### config.mk
export PLATFORM = sky130hd
export DESIGN_NAME = burner_frame_receiver_core
export DESIGN_NICKNAME = d
export VERILOG_FILES = /design/src/design/bfr_pkg.sv /design/src/design/burner_frame_receiver_core.sv /design/src/design/bfr_step.sv
export SDC_FILE = /design/constraint.sdc
export NUM_CORES = 1
export LEC_CHECK = 0
export BUFFER_PORTS_ARGS = -buffer_cell sky130_fd_sc_hd__clkbuf_2
export CAP_MARGIN = 20
export CORE_MARGIN = 2
export CORE_UTILIZATION = 55
export CTS_CLUSTER_DIAMETER = 120
export DETAILED_ROUTE_END_ITERATION = 16
export PLACE_DENSITY = 0.84
export SYNTH_ARGS = -nofsm -noshare
export SYNTH_HDL_FRONTEND = slang
export SYNTH_SLANG_ARGS = --single-unit
### constraint.sdc
create_clock -name clk_i -period 5.3 [get_ports clk_i]
set_clock_uncertainty 0.05 [all_clocks]
set_input_delay 1.06 -clock clk_i [delete_from_list [all_inputs] [get_ports clk_i]]
set_output_delay 1.06 -clock clk_i [all_outputs]
set_load 0.02 [all_outputs]
### src/design/bfr_pkg.sv
// ----------------------------------------------------------------------------
// bfr_pkg: shared types and constants of the burner frame receiver
// Holds the payload structs, the result kind codes and the frame phase codes.
// ----------------------------------------------------------------------------
`default_nettype none

package bfr_pkg;

  localparam logic [7:0] SYNC_BYTE = 8'h5A;
  localparam logic [7:0] CHK_XOR   = 8'hFF;
  localparam logic [7:0] MAX_PAYLOAD_RESET = 8'd32;

  typedef enum logic [2:0] {
    KIND_DATA    = 3'd0,
    KIND_OK      = 3'd1,
    KIND_SYNC    = 3'd2,
    KIND_LEN     = 3'd3,
    KIND_CHK     = 3'd4,
    KIND_TIMEOUT = 3'd5
  } kind_e;

  // One-hot frame phase
  typedef enum logic [5:0] {
    PH_SYNC1   = 6'b000001,
    PH_SYNC2   = 6'b000010,
    PH_LEN     = 6'b000100,
    PH_PAYLOAD = 6'b001000,
    PH_CHECK   = 6'b010000,
    PH_SKIP    = 6'b100000
  } phase_e;

  typedef struct packed {
    logic [7:0] rx_byte;
    logic       abort;
  } in_t;

  typedef struct packed {
    kind_e      kind;
    logic [7:0] data_byte;
    logic [7:0] byte_index;
    logic [7:0] frame_length;
    logic       last;
  } out_t;

  typedef struct packed {
    phase_e     phase;
    logic       sync_good;
    logic [7:0] frame_len;
    logic [7:0] byte_count;
    logic [7:0] sum_acc;
  } state_t;

endpackage

`default_nettype wire

### src/design/burner_frame_receiver_core.sv
// ----------------------------------------------------------------------------
// burner_frame_receiver_core: serial frame receiver for a burner controller
// Parses sync, length, obfuscated payload and checksum from a byte stream.
// ----------------------------------------------------------------------------
// Usage:
//   in channel  (in_valid_i/in_ready_o/in_data_i): one received byte per
//     transfer, or an abort flag that stands for a read timeout.
//   out channel (out_valid_o/out_ready_i/out_data_o): de-obfuscated payload
//     bytes and one status result per frame (ok, bad sync, length error,
//     bad checksum, timeout), the status result flagged with last.
//   cfg channel (cfg_valid_i/cfg_ready_o/cfg_data_i): writes max_payload,
//     always ready; write it only while the block is idle.
// Timing: a result shows on the out channel in the cycle after the transfer
//   of the byte that causes it. Throughput: one byte per cycle unless a
//   stalled result holds in_ready_o low; the whole parser update is a single
//   pass through bfr_step into the state and result registers.
// Reset: the parser hunts for the first sync byte, max_payload is 32 and
//   the result register is empty.
// Stall: while a result waits and out_ready_i is low, in_ready_o is low;
//   the result register frees and refills in the same cycle otherwise.
// ----------------------------------------------------------------------------
`default_nettype none

module burner_frame_receiver_core (
  input  logic           clk_i,
  input  logic           rst_ni,
  input  logic           in_valid_i,
  output logic           in_ready_o,
  input  bfr_pkg::in_t   in_data_i,
  output logic           out_valid_o,
  input  logic           out_ready_i,
  output bfr_pkg::out_t  out_data_o,
  input  logic           cfg_valid_i,
  output logic           cfg_ready_o,
  input  logic [7:0]     cfg_data_i
);
  import bfr_pkg::*;

  state_t     state_q, state_d;
  logic [7:0] max_payload_q;
  logic       out_valid_q;
  out_t       out_data_q;
  logic       res_valid;
  out_t       res;
  logic       in_xfer;

  // Accept while the result register is empty or being drained this cycle
  assign in_ready_o  = !out_valid_q || out_ready_i;
  assign in_xfer     = in_valid_i && in_ready_o;
  assign cfg_ready_o = 1'b1;
  assign out_valid_o = out_valid_q;
  assign out_data_o  = out_data_q;

  bfr_step u_step (
    .cur_i         (state_q),
    .item_i        (in_data_i),
    .max_payload_i (max_payload_q),
    .nxt_o         (state_d),
    .res_valid_o   (res_valid),
    .res_o         (res)
  );

  // Parser state: advance only on an input transfer
  always_ff @(posedge clk_i or negedge rst_ni) begin
    if (!rst_ni) begin
      state_q.phase      <= PH_SYNC1;
      state_q.sync_good  <= 1'b1;
      state_q.frame_len  <= '0;
      state_q.byte_count <= '0;
      state_q.sum_acc    <= '0;
    end else if (in_xfer) begin
      state_q <= state_d;
    end
  end

  always_ff @(posedge clk_i or negedge rst_ni) begin
    if (!rst_ni) begin
      max_payload_q <= MAX_PAYLOAD_RESET;
    end else if (cfg_valid_i) begin
      max_payload_q <= cfg_data_i;
    end
  end

  // Result register: load on a transfer that yields a result, drop when taken
  always_ff @(posedge clk_i or negedge rst_ni) begin
    if (!rst_ni) begin
      out_valid_q <= 1'b0;
    end else if (in_xfer) begin
      out_valid_q <= res_valid;
    end else if (out_ready_i) begin
      out_valid_q <= 1'b0;
    end
  end

  always_ff @(posedge clk_i) begin
    if (in_xfer && res_valid) begin
      out_data_q <= res;
    end
  end

  // Assertions
  a_phase_onehot : assert property (@(posedge clk_i) disable iff (!rst_ni)
    $onehot(state_q.phase))
    else $error("frame phase lost its one-hot code");

  a_stall_blocks_input : assert property (@(posedge clk_i) disable iff (!rst_ni)
    out_valid_o && !out_ready_i |-> !in_ready_o)
    else $error("input taken while a result is stalled");

  a_last_on_status : assert property (@(posedge clk_i) disable iff (!rst_ni)
    out_valid_o |-> (out_data_o.last == (out_data_o.kind != KIND_DATA)))
    else $error("last flag does not match result kind");

  a_abort_resets : assert property (@(posedge clk_i) disable iff (!rst_ni)
    in_xfer && in_data_i.abort |=> state_q.phase == PH_SYNC1)
    else $error("abort did not return the parser to sync hunting");

endmodule

`default_nettype wire

### src/design/bfr_step.sv
// ----------------------------------------------------------------------------
// bfr_step: per-byte frame parser update
// Combinational next state and optional result for one received byte.
// ----------------------------------------------------------------------------
`default_nettype none

module bfr_step (
  input  bfr_pkg::state_t cur_i,
  input  bfr_pkg::in_t    item_i,
  input  logic [7:0]      max_payload_i,
  output bfr_pkg::state_t nxt_o,
  output logic            res_valid_o,
  output bfr_pkg::out_t   res_o
);
  import bfr_pkg::*;

  logic [7:0] b;
  logic [7:0] len_m1;
  logic [7:0] plen;
  logic [7:0] data;
  logic [7:0] cnt_inc;

  assign b       = item_i.rx_byte;
  assign len_m1  = b - 8'd1;
  assign plen    = cur_i.frame_len - 8'd1;
  assign data    = b - cur_i.byte_count;
  assign cnt_inc = cur_i.byte_count + 8'd1;

  always_comb begin
    nxt_o       = cur_i;
    res_valid_o = 1'b0;
    res_o       = '0;
    res_o.kind  = KIND_DATA;

    if (item_i.abort) begin
      // Drop the frame; idle hunting has nothing to drop
      res_valid_o = (cur_i.phase != PH_SYNC1) && (cur_i.phase inside
                    {PH_SYNC2, PH_LEN, PH_PAYLOAD, PH_CHECK, PH_SKIP});
      res_o.kind  = KIND_TIMEOUT;
      res_o.last  = 1'b1;
      nxt_o.phase = PH_SYNC1;
    end else begin
      case (cur_i.phase)
        PH_SYNC2: begin
          nxt_o.sync_good = cur_i.sync_good & (b == SYNC_BYTE);
          nxt_o.phase     = PH_LEN;
        end
        PH_LEN: begin
          if (!cur_i.sync_good) begin
            nxt_o.phase = PH_SYNC1;
            res_valid_o = 1'b1;
            res_o.kind  = KIND_SYNC;
            res_o.last  = 1'b1;
          end else begin
            nxt_o.frame_len  = b;
            nxt_o.byte_count = '0;
            if (b == 8'd0) begin
              nxt_o.phase = PH_SYNC1;
              res_valid_o = 1'b1;
              res_o.kind  = KIND_LEN;
              res_o.last  = 1'b1;
            end else if (len_m1 > max_payload_i) begin
              nxt_o.phase = PH_SKIP;
            end else begin
              nxt_o.sum_acc = b;
              nxt_o.phase   = (b == 8'd1) ? PH_CHECK : PH_PAYLOAD;
            end
          end
        end
        PH_PAYLOAD: begin
          nxt_o.sum_acc    = cur_i.sum_acc + data;
          nxt_o.byte_count = cnt_inc;
          if (cnt_inc >= plen) begin
            nxt_o.phase = PH_CHECK;
          end
          res_valid_o      = 1'b1;
          res_o.kind       = KIND_DATA;
          res_o.data_byte  = data;
          res_o.byte_index = cur_i.byte_count;
        end
        PH_CHECK: begin
          nxt_o.phase = PH_SYNC1;
          res_valid_o = 1'b1;
          res_o.last  = 1'b1;
          if ((b - plen) == (cur_i.sum_acc ^ CHK_XOR)) begin
            res_o.kind         = KIND_OK;
            res_o.frame_length = plen;
          end else begin
            res_o.kind = KIND_CHK;
          end
        end
        PH_SKIP: begin
          nxt_o.byte_count = cnt_inc;
          if (cnt_inc >= cur_i.frame_len) begin
            nxt_o.phase = PH_SYNC1;
            res_valid_o = 1'b1;
            res_o.kind  = KIND_LEN;
            res_o.last  = 1'b1;
          end
        end
        default: begin
          // First sync byte; unknown codes fall back here
          nxt_o.sync_good = (b == SYNC_BYTE);
          nxt_o.phase     = PH_SYNC2;
        end
      endcase
    end
  end

endmodule

`default_nettype wire
==> flow_summary.yaml <==
die:
  core_mm2: 0.00826
  die_x_um: 96.7
  die-area_mm2: 0.00935
  floorplan.initialDensity_pct: 57.2
  io_pins: 53
  rows: 33
  die_y_um: 96.7
setup_path:
  cp_cell_sequence: "inv_1, ha_1, xnor2_1, ha_1, a21oi_1, a211oi_1, o221ai_2, a21oi_1, or4_4, nor4_4, a21oi_1, or2_1"
  reg2reg_setup_slack_ps: 1250
  path_delay_family: "simple AND/OR/NAND/NOR gates"
  timing.critical_path.mode_cell: "a21oi_1"
  cp-start-kind: "register"
  critPathRequiredTime_ps: 5360
  worstRegToRegCells: 12
  cp.arrival_ps: 4120
  path_depth: 12
  worstPathMaxFanout: 6
  max_stage_delay_ps: 560
  critPathKind: "register to register"
  crit_path_end_kind: "register"
  cp.buffers_inverters: 1
  worst_path_max_delay_cell: "or4_4"
route:
  detail_route.wl_per_cell_um: 16.8
  vias_per_cell: 5.94
  detail-route-antenna-nets: 0
  dr.pass1.iters: 5
  drcViolationCount: 0
  drt_iter0_markers: 236
  vias: 3941
  routed_wl_mm: 11.1
placement:
  placed_cells: 645
  routabilityCongestion: 0.904
  io_buffers: 51
  dp_hpwl_mm: 8.41
  dpl_cell_area_mm2: 0.00507
status:
  outcome: "completed"
power_and_ir_drop:
  clkPwrFrac_pct: 25.4
  ir_drop_uv: 226
  pwr-share-seq_pct: 37.3
  p_per_area_mw_per_mm2: 344
  intPower_mw: 1.13
  leakage_nw: 2.41
  p_sw_uw: 694
  switching_share_pct: 38.1
  fin_total_pwr_mw: 1.82
  combPwrFrac_pct: 37.3
synthesis:
  ys.flop_type: "dfrtp_1"
  synth_warnings: 0
  syn_nets: 570
  synth.area.top_cells: "dfrtp_1, edfxtp_1, ha_1"
  yosysSeqAreaShare_pct: 39.1
  netlist.area_leader.share_pct: 19.6
  syn_inst: 500
  ys_seq_elements: 68
  async_flop_share_pct: 58.8
  avgSynthCellArea_um2: 9.45
  synth.top_cells.by_count: "nor2_1, ha_1, nand2_1, inv_1, xnor2_1"
  synth_edf_count: 28
  synth_most_common_cell: "nor2_1"
  netlist_area_mm2: 0.00472
  synth_top_area_cell: "dfrtp_1"
  ys_types: 58
clocking:
  insertion_delay_ps: 370
  hold_buffers: 0
  cts_tree: "built"
  cts_made_buffers: 9
  clock-root-buffer: "clkbuf_8"
  clkTransAtPathRegs_ps: 80
  cts_max_level: 3
  clock-sinks: 68
  post_cts_buffers: 0
  cts_resized: 0
  cts.path.max_buffers: 2
global_routing:
  antenna_found_initial: 1
  grt_pass1_vias: 3833
  grtUsageTotal_pct: 24.8
  grt_max_degree: 41
  grt_pass1_wl_mm: 18.8
  gr-total-overflow: 0
layout:
  final_area_mm2: 0.00530
  final_cells: 663
  area_growth_syn_to_layout_pct: 12.3
  fin_nets: 622
  drive_gt1_share_pct: 16.5
sta:
  final.setup.tns_ps: 0
  finalSetupViolCount: 0
  slew_viol_final: 0
  fin_crit_ps: 4050
  fmax_ghz: 0.247
  worst_slew_pin_slew_ps: 763
  rsz0062_at_grt: "false"
  slew_headroom_pct: 48.9
  hold_ws_ps: 476
  hold_viol: 0
  finalCritPeriodShare_pct: 76.5
hold_path:
  worstHoldPathCells: 2
  hold_class: "register to register"
run:
  maxCapViolCount: 0
-- cells in the final DEF, fill, tap and decap left out, types with 7 or more instances in the layout --
cell      instances
nand2_1          45
a21oi_1          22
nor2_1           51
a21o_1            8
edfxtp_1         28
xnor2_1          38
nor3_1           12
o21a_1            7
dfrtp_1          37
nand3_1          14
clkbuf_8          9
xor2_1           11
clkbuf_2         51
o21ai_0          33
and2_1            9
ha_1             45
inv_1            41
-- power groups by stage --
stage | clock network, mW | registers, mW | logic (mW)
6_report | 0.463 | 0.680 | 0.679
5_1_grt | 0.489 | 0.688 | 0.748
4_1_cts | 0.465 | 0.679 | 0.668
3_5_place_dp | 0 | 0.690 | 0.657
3_3_place_gp | 0 | 0.686 | 0.622
2_1_floorplan | 0 | 0.690 | 0.498
-- cells by family after synthesis --
logic type,after synthesis,synth area share (%)
AND/OR/NAND/NOR,166,17.5
other,1,0.0794
adder cells (fa/ha/maj),48,13.2
flip-flops,68,39.1
multiplexers,10,2.25
XOR/XNOR,50,9.43
AO/OA/AOI/OAI,103,14.1
buffers and inverters,54,4.37
-- registers in the layout, indices dropped and copies added, names as in the netlist --
signal and count:
out_data_o 28, state_q 31, out_valid_o 1, max_payload_q 8
-- final timing paths --
| path | startpoint | to |
|---|---|---|
| setup / recovery | state_q[16]$_DFFE_PN0P_ | out_data_o[27]$_SDFFCE_PP1P_ |
| hold / removal | state_q[24]$_DFFE_PN1P_ | state_q[24]$_DFFE_PN1P_ |
| setup reg to reg | state_q[16]$_DFFE_PN0P_ | out_data_o[27]$_SDFFCE_PP1P_ |
| hold reg to reg | state_q[24]$_DFFE_PN1P_ | state_q[24]$_DFFE_PN1P_ |
| max in group asynchronous | rst_ni | state_q[18]$_DFFE_PN0P_ |
| min in group asynchronous | rst_ni | state_q[26]$_DFFE_PN0P_ |
-- worst register-to-register path, stage by stage, from the launching register on --
cell and delay [ps]:
dfrtp_1 510, inv_1 190, ha_1 270, xnor2_1 400, ha_1 380, a21oi_1 270
a211oi_1 140, o221ai_2 240, a21oi_1 110, or4_4 560, nor4_4 360, a21oi_1 110
or2_1 230
-- routing by layer --
layer,wire length (um),track usage (%)
met3,704,5.06
met1,4790,32.4
met2,5290,39.8
met5,0,0
met4,366,11.1
-- per-stage QoR --
stage                     util (%)  setup slack (ps)
after floorplan                  -              1430
after global placement        61.5              1160
after detailed placement      61.5              1030
after CTS                     64.0              1350
after global routing          64.2              1090
final                         64.2              1250
-- area by class of cell --
cell class              instances  area, um2
fillers                       673       2950
multi-input cells             378       2670
flip-flops and latches         68       1850
repair buffers                 54        290
inverters                      41        154
well taps                     105        131
clock buffers                   9        124
clock inverters                 7       82.6
diodes                          1       2.50
(Power assumes the default switching activity.)
